File: config.mk
export PLATFORM = sky130hd
export DESIGN_NAME = urlencoded_form_decoder_flat
export DESIGN_NICKNAME = d
export VERILOG_FILES = /design/src/rtl/core/ufd_pkg.sv /design/src/rtl/core/ufd_in_if.sv /design/src/rtl/core/ufd_out_if.sv /design/src/rtl/core/ufd_cfg_if.sv /design/src/rtl/core/urlencoded_form_decoder.sv /design/src/flat_wrapper.sv
export SDC_FILE = /design/constraint.sdc
export NUM_CORES = 1
export LEC_CHECK = 0
export ABC_CLOCK_PERIOD_IN_PS = 6440
export BUFFER_PORTS_ARGS = -buffer_cell sky130_fd_sc_hd__buf_2
export CORE_MARGIN = 2
export CORE_UTILIZATION = 52
export CTS_CLUSTER_SIZE = 24
export DETAILED_ROUTE_END_ITERATION = 10
export GPL_ROUTABILITY_DRIVEN = 0
export PLACE_DENSITY = 0.72
export SLEW_MARGIN = 15
export SYNTH_ARGS = -nofsm -noshare
export SYNTH_HDL_FRONTEND = slang
export SYNTH_SLANG_ARGS = --single-unit
File: constraint.sdc
create_clock -name clk -period 6.44 [get_ports clk]
set_clock_uncertainty 0.05 [all_clocks]
set_input_delay 1.932 -clock clk [delete_from_list [all_inputs] [get_ports clk]]
set_output_delay 1.932 -clock clk [all_outputs]
set_load 0.02 [all_outputs]
File: src/rtl/core/ufd_pkg.sv
// ----------------------------------------------------------------------------
// Form decoder package
// Shared types, character constants and hex helpers for the urlencoded form
// decoder and its checker.
// ----------------------------------------------------------------------------
package ufd_pkg;

  // Result kinds as they appear on the output channel.
  typedef enum logic [2:0] {
    KIND_DATA      = 3'd0,
    KIND_NAME_END  = 3'd1,
    KIND_VALUE_END = 3'd2,
    KIND_ERROR     = 3'd3,
    KIND_DONE      = 3'd4
  } kind_t;

  // Which part of the body is being parsed.
  typedef enum logic [1:0] {
    PH_NAME  = 2'd0,
    PH_VALUE = 2'd1,
    PH_DROP  = 2'd2
  } phase_t;

  // Progress through a percent escape.
  typedef enum logic [1:0] {
    ESC_NONE  = 2'd0,
    ESC_PCT   = 2'd1,
    ESC_DIGIT = 2'd2
  } esc_t;

  localparam logic [7:0] CHR_PERCENT = 8'h25;
  localparam logic [7:0] CHR_PLUS    = 8'h2B;
  localparam logic [7:0] CHR_EQUALS  = 8'h3D;
  localparam logic [7:0] CHR_AMP     = 8'h26;
  localparam logic [7:0] CHR_SPACE   = 8'h20;

  localparam int unsigned CFG_W   = 5;
  localparam logic [CFG_W-1:0] MAX_FIELDS_RESET = 5'd16;

  function automatic logic is_hex(input logic [7:0] c);
    return (c inside {[8'h30:8'h39], [8'h41:8'h46], [8'h61:8'h66]});
  endfunction

  // Only meaningful for a character that passes is_hex.
  function automatic logic [3:0] hex_val(input logic [7:0] c);
    return c[6] ? (c[3:0] + 4'd9) : c[3:0];
  endfunction

endpackage

File: src/rtl/core/ufd_in_if.sv
// ----------------------------------------------------------------------------
// Raw body byte channel
// Valid/ready channel carrying one raw byte of the body and its end flag.
// ----------------------------------------------------------------------------
interface ufd_in_if;
  logic       valid;
  logic       ready;
  logic [7:0] in_byte;
  logic       last_byte;

  modport source (output valid, output in_byte, output last_byte, input ready);
  modport sink   (input valid, input in_byte, input last_byte, output ready);
endinterface

File: src/rtl/core/ufd_out_if.sv
// ----------------------------------------------------------------------------
// Decoded result channel
// Valid/ready channel carrying one decoded result of the form decoder.
// ----------------------------------------------------------------------------
interface ufd_out_if;
  import ufd_pkg::*;
  logic       valid;
  logic       ready;
  kind_t      kind;
  logic [7:0] out_byte;
  logic [3:0] field_index;
  logic       last;

  modport source (output valid, output kind, output out_byte, output field_index,
                  output last, input ready);
  modport sink   (input valid, input kind, input out_byte, input field_index,
                  input last, output ready);
endinterface

File: src/rtl/core/ufd_cfg_if.sv
// ----------------------------------------------------------------------------
// Configuration write channel
// Valid/ready channel carrying a new value for the field limit register.
// ----------------------------------------------------------------------------
interface ufd_cfg_if;
  logic       valid;
  logic       ready;
  logic [4:0] max_fields;

  modport source (output valid, output max_fields, input ready);
  modport sink   (input valid, input max_fields, output ready);
endinterface

File: src/rtl/core/urlencoded_form_decoder.sv
// ----------------------------------------------------------------------------
// Urlencoded form decoder
// Percent-decodes a form body one raw byte per transaction and emits decoded
// name and value bytes with end markers, an error or a done result.
// ----------------------------------------------------------------------------
//
//   Channel   Role   Transaction carries
//   --------  -----  ---------------------------------------------------
//   form_in   sink   in_byte, last_byte            (one raw body byte)
//   form_out  source kind, out_byte, field_index, last (one result)
//   cfg       sink   max_fields                    (field limit register)
//
// Each accepted byte is decoded combinationally into a bundle of up to seven
// result slots held in a register, which drains at one result per cycle while
// form_out is ready. A new byte is taken when the bundle is empty or its final
// result leaves, so bytes that give one result flow at one per cycle without
// stalls, and a byte that gives several results holds form_in until they drain.
// Reset (rst, synchronous, active high) returns the parser to the name phase,
// empties the bundle and sets the field limit to 16. A stall on form_out holds
// the current result and, once the bundle is down to its last result, also
// holds form_in. The configuration channel is always ready.
//
module urlencoded_form_decoder
  import ufd_pkg::*;
#(
  parameter int unsigned MAX_FIELDS = 16
) (
  input  logic     clk,
  input  logic     rst,
  ufd_in_if.sink   form_in,
  ufd_out_if.source form_out,
  ufd_cfg_if.sink  cfg
);

  // Pair counter is wide enough to hold the limit itself.
  localparam int unsigned PW = $clog2(MAX_FIELDS + 1);
  // Common width for comparing the counter against the limit.
  localparam int unsigned CW = (PW > CFG_W) ? PW : CFG_W;

  // Slot positions within one bundle, in output order.
  localparam int unsigned NSLOT       = 7;
  localparam int unsigned SLOT_PCT_A  = 0;  // '%' of an escape broken by this byte
  localparam int unsigned SLOT_HELD_A = 1;  // its held hex digit
  localparam int unsigned SLOT_MAIN   = 2;  // decoded byte or segment end marker
  localparam int unsigned SLOT_PCT_B  = 3;  // '%' of an escape cut by end of body
  localparam int unsigned SLOT_HELD_B = 4;  // its held hex digit
  localparam int unsigned SLOT_END    = 5;  // value end or error at end of body
  localparam int unsigned SLOT_DONE   = 6;  // done

  localparam int unsigned SW = $clog2(NSLOT);

  // Parser state.
  phase_t           phase, phase_next;
  esc_t             esc, esc_next;
  logic [7:0]       held, held_next;
  logic [PW-1:0]    pair_count, pair_next;
  logic [CFG_W-1:0] max_fields;

  // Result bundle register.
  logic [NSLOT-1:0] slot_valid;
  kind_t            slot_kind [NSLOT];
  logic [7:0]       slot_byte [NSLOT];
  logic [NSLOT-1:0] slot_last;
  logic [3:0]       bundle_idx;

  // Bundle being built from the incoming byte.
  logic [NSLOT-1:0] nv;
  kind_t            nk [NSLOT];
  logic [7:0]       nb [NSLOT];
  logic [NSLOT-1:0] nl;

  logic [CW-1:0]    limit;
  logic [PW-1:0]    pair_inc;
  phase_t           eff_phase;
  esc_t             eff_esc;
  esc_t             dec_esc;
  logic [7:0]       dec_held;
  logic [7:0]       delim;
  logic [7:0]       b;
  logic             lb;

  logic [SW-1:0]    sel;
  logic [NSLOT-1:0] sel_mask;
  logic             in_accept;
  logic             out_accept;

  // --------------------------------------------------------------------------
  // Output side: the lowest valid slot is the current result.
  // --------------------------------------------------------------------------
  always_comb begin
    sel = '0;
    for (int i = NSLOT - 1; i >= 0; i--) begin
      if (slot_valid[i]) sel = SW'(i);
    end
    sel_mask = slot_valid & (~slot_valid + NSLOT'(1));
  end

  assign out_accept = form_out.valid && form_out.ready;
  assign in_accept  = form_in.valid && form_in.ready;

  // The next byte may enter once nothing would be left after this cycle.
  assign form_in.ready = (slot_valid == '0) ||
                         (form_out.ready && ((slot_valid & ~sel_mask) == '0));

  assign form_out.valid       = |slot_valid;
  assign form_out.kind        = slot_kind[sel];
  assign form_out.out_byte    = slot_byte[sel];
  assign form_out.last        = slot_last[sel];
  assign form_out.field_index = (slot_kind[sel] == KIND_DONE) ? 4'd0 : bundle_idx;

  assign cfg.ready = 1'b1;

  // --------------------------------------------------------------------------
  // Decode of one byte into next parser state and a result bundle.
  // --------------------------------------------------------------------------
  assign b        = form_in.in_byte;
  assign lb       = form_in.last_byte;
  assign pair_inc = pair_count + PW'(1);

  always_comb begin
    limit = (CW'(max_fields) < CW'(MAX_FIELDS)) ? CW'(max_fields) : CW'(MAX_FIELDS);

    phase_next = phase;
    esc_next   = esc;
    held_next  = held;
    pair_next  = pair_count;

    nv = '0;
    nl = '0;
    for (int i = 0; i < NSLOT; i++) begin
      nk[i] = KIND_DATA;
      nb[i] = 8'h00;
    end

    // Reaching the limit drops the rest of the body; this is rechecked on
    // every byte so that a lowered limit takes effect mid-pair.
    eff_phase = phase;
    eff_esc   = esc;
    if (phase != PH_DROP && CW'(pair_count) >= limit) begin
      eff_phase = PH_DROP;
      eff_esc   = ESC_NONE;
    end

    delim    = (eff_phase == PH_NAME) ? CHR_EQUALS : CHR_AMP;
    dec_esc  = ESC_NONE;
    dec_held = held;

    case (eff_phase)
      PH_DROP: begin
        if (lb) begin
          nv[SLOT_DONE] = 1'b1;
          nk[SLOT_DONE] = KIND_DONE;
          nl[SLOT_DONE] = 1'b1;
          phase_next    = PH_NAME;
          esc_next      = ESC_NONE;
          held_next     = 8'h00;
          pair_next     = '0;
        end else begin
          phase_next = PH_DROP;
          esc_next   = ESC_NONE;
        end
      end

      default: begin
        if (b == delim) begin
          // A delimiter ends the segment even inside an escape, which is then
          // passed through literally ahead of the end marker.
          nv[SLOT_PCT_A]  = (eff_esc != ESC_NONE);
          nb[SLOT_PCT_A]  = CHR_PERCENT;
          nv[SLOT_HELD_A] = (eff_esc == ESC_DIGIT);
          nb[SLOT_HELD_A] = held;
          nv[SLOT_MAIN]   = 1'b1;
          esc_next        = ESC_NONE;
          if (eff_phase == PH_NAME) begin
            nk[SLOT_MAIN] = KIND_NAME_END;
            phase_next    = PH_VALUE;
            if (lb) begin
              nv[SLOT_END]  = 1'b1;
              nk[SLOT_END]  = KIND_VALUE_END;
              nv[SLOT_DONE] = 1'b1;
              nk[SLOT_DONE] = KIND_DONE;
              nl[SLOT_DONE] = 1'b1;
              phase_next    = PH_NAME;
              held_next     = 8'h00;
              pair_next     = '0;
            end
          end else begin
            nk[SLOT_MAIN] = KIND_VALUE_END;
            phase_next    = PH_NAME;
            pair_next     = pair_inc;
            if (lb) begin
              nv[SLOT_DONE] = 1'b1;
              nk[SLOT_DONE] = KIND_DONE;
              nl[SLOT_DONE] = 1'b1;
              held_next     = 8'h00;
              pair_next     = '0;
            end else if (CW'(pair_inc) >= limit) begin
              phase_next = PH_DROP;
            end
          end
        end else begin
          if (eff_esc == ESC_PCT && is_hex(b)) begin
            // First hex digit of an escape is held back.
            dec_esc  = ESC_DIGIT;
            dec_held = b;
          end else if (eff_esc == ESC_DIGIT && is_hex(b)) begin
            nv[SLOT_MAIN] = 1'b1;
            nb[SLOT_MAIN] = {hex_val(held), hex_val(b)};
          end else begin
            // A broken escape is passed through, then the byte is taken fresh.
            nv[SLOT_PCT_A]  = (eff_esc != ESC_NONE);
            nb[SLOT_PCT_A]  = CHR_PERCENT;
            nv[SLOT_HELD_A] = (eff_esc == ESC_DIGIT);
            nb[SLOT_HELD_A] = held;
            if (b == CHR_PERCENT) begin
              dec_esc = ESC_PCT;
            end else begin
              nv[SLOT_MAIN] = 1'b1;
              nb[SLOT_MAIN] = (b == CHR_PLUS) ? CHR_SPACE : b;
            end
          end

          if (lb) begin
            // End of body: flush whatever escape is left, then close.
            nv[SLOT_PCT_B]  = (dec_esc != ESC_NONE);
            nb[SLOT_PCT_B]  = CHR_PERCENT;
            nv[SLOT_HELD_B] = (dec_esc == ESC_DIGIT);
            nb[SLOT_HELD_B] = dec_held;
            nv[SLOT_END]    = 1'b1;
            if (eff_phase == PH_NAME) begin
              nk[SLOT_END] = KIND_ERROR;
              nl[SLOT_END] = 1'b1;
            end else begin
              nk[SLOT_END]  = KIND_VALUE_END;
              nv[SLOT_DONE] = 1'b1;
              nk[SLOT_DONE] = KIND_DONE;
              nl[SLOT_DONE] = 1'b1;
            end
            phase_next = PH_NAME;
            esc_next   = ESC_NONE;
            held_next  = 8'h00;
            pair_next  = '0;
          end else begin
            phase_next = eff_phase;
            esc_next   = dec_esc;
            held_next  = dec_held;
          end
        end
      end
    endcase
  end

  // --------------------------------------------------------------------------
  // State and configuration registers.
  // --------------------------------------------------------------------------
  always_ff @(posedge clk) begin
    if (rst) begin
      phase      <= PH_NAME;
      esc        <= ESC_NONE;
      held       <= 8'h00;
      pair_count <= '0;
      max_fields <= MAX_FIELDS_RESET;
    end else begin
      if (in_accept) begin
        phase      <= phase_next;
        esc        <= esc_next;
        held       <= held_next;
        pair_count <= pair_next;
      end
      if (cfg.valid && cfg.ready) begin
        max_fields <= cfg.max_fields;
      end
    end
  end

  // --------------------------------------------------------------------------
  // Result bundle register. A new bundle replaces the old one only when the
  // old one is empty or its final result leaves in this cycle.
  // --------------------------------------------------------------------------
  always_ff @(posedge clk) begin
    if (rst) begin
      slot_valid <= '0;
    end else if (in_accept) begin
      slot_valid <= nv;
    end else if (out_accept) begin
      slot_valid <= slot_valid & ~sel_mask;
    end
  end

  always_ff @(posedge clk) begin
    if (in_accept) begin
      for (int i = 0; i < NSLOT; i++) begin
        slot_kind[i] <= nk[i];
        slot_byte[i] <= nb[i];
      end
      slot_last  <= nl;
      bundle_idx <= 4'(pair_count);
    end
  end

endmodule

File: src/flat_wrapper.sv
// flat-port wrapper written by rule: the top's interface ports become plain ports
module urlencoded_form_decoder_flat import ufd_pkg::*;
#(
  parameter int unsigned MAX_FIELDS = 16
)
  (clk, rst, form_in_valid, form_in_in_byte, form_in_last_byte, form_in_ready, form_out_valid, form_out_kind, form_out_out_byte, form_out_field_index, form_out_last, form_out_ready, cfg_valid, cfg_max_fields, cfg_ready);
  ufd_in_if form_in_i ();
  ufd_out_if form_out_i ();
  ufd_cfg_if cfg_i ();
  input  logic clk;
  input  logic rst;
  input wire logic [$bits(form_in_i.valid)-1:0] form_in_valid;
  input wire logic [$bits(form_in_i.in_byte)-1:0] form_in_in_byte;
  input wire logic [$bits(form_in_i.last_byte)-1:0] form_in_last_byte;
  output wire logic [$bits(form_in_i.ready)-1:0] form_in_ready;
  output wire logic [$bits(form_out_i.valid)-1:0] form_out_valid;
  output wire logic [$bits(form_out_i.kind)-1:0] form_out_kind;
  output wire logic [$bits(form_out_i.out_byte)-1:0] form_out_out_byte;
  output wire logic [$bits(form_out_i.field_index)-1:0] form_out_field_index;
  output wire logic [$bits(form_out_i.last)-1:0] form_out_last;
  input wire logic [$bits(form_out_i.ready)-1:0] form_out_ready;
  input wire logic [$bits(cfg_i.valid)-1:0] cfg_valid;
  input wire logic [$bits(cfg_i.max_fields)-1:0] cfg_max_fields;
  output wire logic [$bits(cfg_i.ready)-1:0] cfg_ready;
  assign form_in_i.valid = form_in_valid;
  assign form_in_i.in_byte = form_in_in_byte;
  assign form_in_i.last_byte = form_in_last_byte;
  assign form_in_ready = form_in_i.ready;
  assign form_out_valid = form_out_i.valid;
  assign form_out_kind = form_out_i.kind;
  assign form_out_out_byte = form_out_i.out_byte;
  assign form_out_field_index = form_out_i.field_index;
  assign form_out_last = form_out_i.last;
  assign form_out_i.ready = form_out_ready;
  assign cfg_i.valid = cfg_valid;
  assign cfg_i.max_fields = cfg_max_fields;
  assign cfg_ready = cfg_i.ready;
  urlencoded_form_decoder #(.MAX_FIELDS(MAX_FIELDS)) u_core (.clk(clk), .rst(rst), .form_in(form_in_i), .form_out(form_out_i), .cfg(cfg_i));
endmodule
-- Word-level counts from Yosys, hierarchy flattened
Memory sizes are Yosys's and may differ from the RTL's.
Cells that the tools add are included.
- logic and storage cells: 145
- register bits after elaboration: 35
- memories kept: 2
- RAM bits: 77
- equality and inequality tests: 9
- $add $sub $neg: 4
- reductions and logical operators: 19
- order comparisons: 10
- bitwise operators: 5
- mux-type cells: 87
- memories (memory ; depth ; bits a word ; read ports ; clocked after memory_dff ; write ports ; line ; text):
    u_core.slot_byte ; 7 ; 8 ; 1 ; 0 ; 7 ; urlencoded_form_decoder.sv:62 ; logic [7:0] slot_byte [NSLOT];
    u_core.slot_kind ; 7 ; 3 ; 1 ; 0 ; 7 ; urlencoded_form_decoder.sv:61 ; kind_t slot_kind [NSLOT];
- operator list (operator ; count):
    2-to-1 mux 8 bit ; 8
    2-to-1 mux 24 bit ; 2
    2-to-1 mux 3 bit ; 16
    2-to-1 mux 2 bit ; 22
    2-to-1 mux 40 bit ; 1
    2-to-1 mux 5 bit ; 8
    2-to-1 mux 14 bit ; 2
    2-to-1 mux 6 bit ; 3
    2-to-1 mux 1 bit ; 17
    equality test 8 x 6 -> 1 bit, second input constant ; 2
    >= comparator 8 x 7 -> 1 bit, second input constant ; 2
    <= comparator 8 x 7 -> 1 bit, second input constant ; 2
    2-to-1 mux 16 bit ; 1
    2-to-1 mux 4 bit ; 4
    AND 7 bit ; 2
    logical NOT 7 bit ; 2
    2-to-1 mux 7 bit ; 2
    inverter 7 bit ; 2
    >= comparator 5 bit ; 2
    logical AND 1 bit ; 9
    adder 4 bit, second input constant ; 2
    equality test 8 bit ; 1
    >= comparator 8 x 6 -> 1 bit, second input constant ; 1
    <= comparator 8 x 6 -> 1 bit, second input constant ; 1
    other kinds (16) ; 20

-- Logic depth before layout (Yosys ltp)
Gate-level depths: netlist (run 1).
- depth after elaboration: 16
- gate-level depth with buffers: 10
- gate-level depth less buffers: 10

-- Worst setup path after synthesis (run 1)
Ideal clock, no wire load.
- path type: input-to-output
- start: in form_out_ready
- end: out form_in_ready
- data required time: 4458 ps
- arrival time: 2986 ps
- cell stages on the path: 4
- slack: 1472 ps
- cells stage by stage: or4b_1 a21oi_1 o2bb2ai_2 and2_1
- longest elaborated chain between the ends: 2
- RTL lines (element ; line ; text):
    from (decl) ; flat_wrapper.sv:21 ; input wire logic [$bits(form_out_i.ready)-1:0] form_out_ready;
    logical AND 1 bit ; urlencoded_form_decoder.sv:103 ; (form_out.ready && ((slot_valid & ~sel_mask) == '0));
    logical OR 1 bit ; urlencoded_form_decoder.sv:102 ; assign form_in.ready = (slot_valid == '0) ||
    to (decl) ; flat_wrapper.sv:15 ; output wire logic [$bits(form_in_i.ready)-1:0] form_in_ready;
Every way passes these cells.

-- Worst setup path in the final report (run 1)
Ends and elaborated chain as after synthesis.

==> results of run 1 <==
-- metal layers --
metal | up-vias | track usage [%] | wire length (um)
met5 | - | 0 | 0
met2 | 102 | 35.2 | 3920
met1 | 1501 | 34.6 | 4280
met4 | 0 | 8.82 | 187
li1 | 1534 | - | -
met3 | 17 | 4.66 | 470
-- kinds of logic after synthesis --
family	Yosys count
simple gates	145
compound gates	117
flops	64
buf+inv	34
fa+ha+maj	16
mux	13
xor+xnor	7
other cells	1
-- critical path, stage by stage --
cell	delay, ns
buf_2	0.14
or4b_1	0.49
a21oi_1	0.21
o2bb2ai_2	0.16
and2_1	0.15
buf_2	0.16
-- cells in the mapped netlist, types with 3 or more instances --
cell type	instances	area (sq um)
a211oi_1	9	67.6
a21o_1	8	60.1
a21oi_1	31	155
a22o_1	11	96.3
a22oi_1	7	52.6
and2_1	11	68.8
and3_1	4	25.0
buf_2	4	20.0
clkbuf_1	10	37.5
dfxtp_1	29	581
edfxtp_1	35	1050
ha_1	16	200
inv_1	14	52.6
mux2i_1	11	110
nand2_1	19	71.3
nand2b_1	6	37.5
nand3_1	16	80.1
nand4_1	12	75.1
nor2_1	40	150
nor2b_1	14	87.6
nor3_1	5	25.0
o211ai_1	3	22.5
o21a_1	3	22.5
o21ai_0	15	75.1
o2bb2ai_1	5	43.8
o31a_1	3	26.3
xnor2_1	5	43.8
-- state kept, by name (all words and copies together), names as in the netlist --
| name | flops |
|---|---|
| u_core.bundle_idx | 4 |
| u_core.slot_valid | 7 |
| u_core.slot_kind | 5 |
| u_core.max_fields | 5 |
| u_core.held | 8 |
| u_core.phase | 2 |
| u_core.slot_byte | 26 |
| u_core.pair_count | 5 |
| u_core.esc | 2 |
-- placed cells by master (no fill, tap or decap), drive strengths merged, types with 3 or more instances in the layout --
cell      synthesis  layout
mux2i            11      11
o2bb2ai           6       6
a21oi            32      32
dfxtp            29      29
nor3              6       6
a22o             11      11
a211oi           10      10
nor2             40      40
ha               16      16
o21a              3       3
o31a              3       3
clkbuf           10       9
buf               9      37
nor2b            14      14
o211ai            3       3
a21o              8       8
nand3            17      17
clkinv            1       4
nand2b            6       6
and2             11      11
xnor2             5       5
a22oi             7       7
o21ai            16      16
and3              4       4
nand4            12      12
clkinvlp          0       3
inv              14      15
edfxtp           35      35
nand2            19      19
-- path summary, 6_finish.rpt --
kind                                          start                                    to  slack (ns)  depth (start not counted)
setup / recovery                     form_out_ready                         form_in_ready        1.22                          6
hold / removal          u_core.held[7]$_SDFFE_PP0P_           u_core.held[7]$_SDFFE_PP0P_        0.44                          1
setup reg to reg  u_core.max_fields[4]$_SDFFE_PP1P_  u_core.slot_byte[4][5]$_SDFFCE_PP0P_        3.23                         10
hold reg to reg         u_core.held[7]$_SDFFE_PP0P_           u_core.held[7]$_SDFFE_PP0P_        0.44                          1
-- metrics by stage --
step	cell area (sq um)	util, %
5_1_grt	4180	58.3
4_1_cts	4180	58.3
3_5_place_dp	4010	55.9
3_3_place_gp	4010	55.9
6_report	4180	58.3
2_1_floorplan	3810	-
-- cell type report --
type | count | area [sq um] | area share [%]
clock inverters | 7 | 46.3 | 1.11
well taps | 99 | 124 | 2.96
flip-flops and latches | 64 | 1630 | 39.0
multi-input cells | 299 | 2010 | 48.1
inverters | 15 | 57.6 | 1.38
repair buffers | 37 | 188 | 4.49
clock buffers | 9 | 124 | 2.96
-- power by group --
group | internal, uW | leakage [uW] | switching [uW]
combinational | 49.4 | 0.000981 | 101
clock | 138 | 0.0000814 | 166
sequential | 454 | 0.000586 | 8.84
==> impl_results.md, run 1 <==
* Status: complete, no violations
* Via count at 3,154
* Area growth syn-to-layout at 9.76%
* Hold Vio Cnt, Final at 0
* Max_slew headroom at 28.4%
* CP Data Required Time at 4.46 ns
* WP data arrival at 3.24 ns
* Vias per cell at 5.95
* Setup TNS at 0 ns
* Vias in the first global route at 2,874
* GR Util All Layers at 23.8%
* Placed cells at 514
* PnR worst setup slack at 1.22 ns
* Static leakage at 0.00165 uW
* # IOs at 38
* Overall routed net length at 8860 um
* Number of CTS-inserted buffers at 9
* Final ANT Viol Nets at 0
* CP Max Fanout at 7
* Adder-Cell Fraction of Synth Area at 5.26%
* Antenna violations before repair at 0
* Die W at 89.6 um
* Post-synthesis simple-gate area fraction at 20.4%
* Cell count after synthesis at 397
* Yosys warnings at 0
* Final min period at 5.22 ns
* CTS Sinks at 64
* Total of max-cap violations at 0
* CTS clock-pin slew for the worst setup and hold paths at 0.07 ns
* Post-synthesis mux area share at 3.48%
* Htree depth at 3
* Input/output buffers at 36
* Grt total ovfl at 0
* 1st-iter DRT viols at 295
* Final setup violation count at 0
* Final nets at 461
* EDFF count, synth at 35
* Sequential share of the synthesized area at 42.8%
* Final HPWL from detailed placement at 6250 um
* Fin crit share at 81.1%
* Max frequency at 192 MHz
* Post-synthesis register bit count at 64
* Slew @ Worst Pin at 1.07 ns
* Ys flop type: edfxtp_1
* RSZ-0062 raised after global routing: no
* Avg WL per Cell at 16.7 um
* Average size of a mapped cell at 9.59 sq um
* Hold_buf cts at 0
* Worst Setup Path Type: in2out
* Root Driver: clkbuf_8
* Clock buffer depth at 2
* Worst skew pair latency at 0.36 ns
* First-pass iteration count of the detailed router at 5
* Remaining DRCs at 0
* Layout cell share with drive strength beyond 1 at 16.2%
* WHS at 0.444 ns
* Setup Buffers After CTS at 0
* Antenna Cells at 0
* PnR Total Power at 918 uW
* Die area at 8020 sq um
* Syn Nets at 432
* FFs w/ async S/R, synth at 0%
* Std-Cell Rows at 31
* Dpl ws at 1.21 ns
* Fillers at 652
* Synth Area in Compound Gates at 21.9%
* XOR/XNOR Fraction of Synth Area at 1.61%
* Pin count of the biggest net entering global routing at 55
* CTS tree: built
* Max-slew violations at 0
* Hold WC Path Type: reg2reg
* Core Box Area at 7180 sq um
* Worst vdd ir at 94.2 uV
* CP startpoint kind: primary input
* Count of different cell masters after synthesis at 67
* # resized after CTS at 0
* Largest family of logic cells by synthesized area: compound AO/OA/AOI/OAI gates
* Global-route wire length before repair at 14,400 um
* Chip Height at 89.6 um
* Post-Synthesis Cell Area at 3810 sq um
* PwrDens at 220 nW/um^2
* Final instance count without filler cells at 530
* Starting Density at 53.1%
* CP Capture Type: primary output
Power figures use the tool's default switching activity.
==> run 2, diff against run 1 <==
ABC_CLOCK_PERIOD_IN_PS = 4500   (was 6440)
PLACE_DENSITY = 0.74   (was 0.72)
clock period = 4.5 ns   (was 6.44 ns; I/O delays follow)
==> impl_results.md, run 2 (same netlist as run 1, synthesis figures left out) <==
* Status: complete, no violations
* Remaining DRCs at 0 (unchanged)
* Avg WL per Cell at 16.6 um (-0.48%)
* FF-to-FF setup slack at 1.50 ns (-1.73 ns)
* Hold Vio Cnt, Final at 0 (unchanged)
* CP Data Required Time at 3.10 ns (-1.36 ns)
* WP data arrival at 2.65 ns (-0.59 ns)
* Hold WC Path Type: reg2reg
* Slew @ Worst Pin at 0.757 ns (-0.309 ns)
* Htree depth at 3 (unchanged)
* Area growth syn-to-layout at 12.8%
* Layout cell share with drive strength beyond 1 at 16.8% (+0.58 points)
* CP Max Fanout at 7 (unchanged)
* # IOs at 38 (unchanged)
* RSZ-0062 raised after global routing: no
* Input/output buffers at 36 (unchanged)
* Std-Cell Rows at 31 (unchanged)
* Die W at 89.6 um (unchanged)
* Antenna Cells at 0 (unchanged)
* Worst skew pair latency at 0.35 ns (about the same)
* CTS tree: built
* Total of max-cap violations at 0 (unchanged)
* Critical path's slowest cell: or4b_1
* Top cell by count, worst path: buf_2
* PnR Total Power at 1510 uW (+64%)
* Fin area at 4300 sq um (+2.8%)
* Max reg flops at 26 (unchanged)
* Number of CTS-inserted buffers at 9 (unchanged)
* Final ANT Viol Nets at 0 (unchanged)
* Worst Setup Path Type: in2out
* Grt total ovfl at 0 (unchanged)
* CTS Sinks at 64 (unchanged)
* Hold_buf cts at 0 (unchanged)
* Vias in the first global route at 2,879 (+0.17%)
* Largest regs: u_core.slot_byte (26), u_core.held (8), u_core.slot_valid (7)
* Placed cells at 517 (+0.58%)
* Cell Chain, Critical Path: buf_2, or4b_1, a21oi_1, o2bb2ai_2, and2_1, buf_2
* Clock buffer depth at 2 (unchanged)
* Setup Buffers After CTS at 0 (unchanged)
* Starting Density at 53.1% (unchanged)
* Final setup violation count at 0 (unchanged)
* Final min period at 4.05 ns
* Chip Height at 89.6 um (unchanged)
* Max frequency at 247 MHz
* Antenna violations before repair at 0 (unchanged)
* Fin crit share at 89.9%
* First-pass iteration count of the detailed router at 5 (unchanged)
* Overall routed net length at 8860 um (about the same)
* Vias per cell at 5.98 (+0.54%)
* # resized after CTS at 0 (unchanged)
* Via count at 3,189 (+1.1%)
* Largest Register: u_core.slot_byte
* Max_slew headroom at 48.2% (+20 points)
* Die area at 8020 sq um (unchanged)
* GR Util All Layers at 23.4% (-0.34 points)
* Placement-stage cell area at 4050 sq um (+0.87%)
* 1st-iter DRT viols at 363 (+23%)
* Global-route wire length before repair at 14,300 um (-0.71%)
* Final nets at 464 (+0.65%)
* Max incr delay on CP at 0.48 ns (about the same)
* Final HPWL from detailed placement at 6300 um (+0.80%)
* Root Driver: clkbuf_8
* PwrDens at 351 nW/um^2 (+60%)
* Core Util, Final at 59.9% (+1.6 points)
* Highest-count cells in the layout ignoring fill and taps: nor2_1, buf_2, edfxtp_1, a21oi_1, dfxtp_1
* Pin count of the biggest net entering global routing at 37 (-33%)
* Core Box Area at 7180 sq um (unchanged)
* Commonest non-fill, non-tap cell in the layout: nor2_1
* Static leakage at 0.00171 uW (+3.9%)
* CP startpoint kind: primary input
* Worst vdd ir at 162 uV (+72%)
* Final instance count without filler cells at 533 (+0.57%)
* CTS clock-pin slew for the worst setup and hold paths at 0.08 ns (about the same)
* Setup TNS at 0 ns (unchanged)
* Max-slew violations at 0 (unchanged)
* CP Capture Type: primary output
run 2: changes by cell type in the layout (fill, tap and decap cells not counted), sizes merged:
cell      change
buf           +3
bufinv        +3
clkinvlp      -3
clkinv        -1
inv           +1
run 2: worst max-delay path, delay by kind of cell:
kind                   cells  cell delay, ns
AO/OA/AOI/OAI              2            0.37
buffers and inverters      2            0.29
AND/OR/NAND/NOR            2            0.62
run 2: cell type report:
class	instances	area [sq um]
clock buffers	9	124
clock inverters	7	128
fillers	623	2880
inverters	15	57.6
multi-input cells	299	2010
flip-flops and latches	64	1630
well taps	99	124
repair buffers	40	223
run 2: where the power goes:
group	internal (uW)	switching, uW
combinational	75.8	145
sequential	649	12.7
clock	375	248
total	1100	406
run 2: stage by stage:
| step | hold WS (ns) | worst slack [ns] |
|---|---|---|
| final | 0.439 | 0.454 |
| after global routing | 0.459 | 0.339 |
| after CTS | 0.450 | 0.454 |
| after detailed placement | 0.430 | 0.455 |
| after global placement | 0.410 | 0.497 |
| after floorplan | 0.394 | 0.696 |
run 2: worst paths after layout:
| kind | start | to | cells after the start |
|---|---|---|---|
| max | form_out_ready | form_in_ready | 6 |
| max reg2reg | u_core.max_fields[4]$_SDFFE_PP1P_ | u_core.slot_byte[2][7]$_SDFFCE_PP0P_ | 9 |
| min reg2reg | u_core.held[7]$_SDFFE_PP0P_ | u_core.held[7]$_SDFFE_PP0P_ | 1 |
| min | u_core.held[7]$_SDFFE_PP0P_ | u_core.held[7]$_SDFFE_PP0P_ | 1 |
run 2: metal layers:
metal	vias to the layer above	track usage, %	part of all wire [%]
met5	-	0	0
met4	0	7.19	1.4
met3	10	4.66	5.1
met2	91	33.4	45
met1	1544	35.7	49
li1	1544	-	-
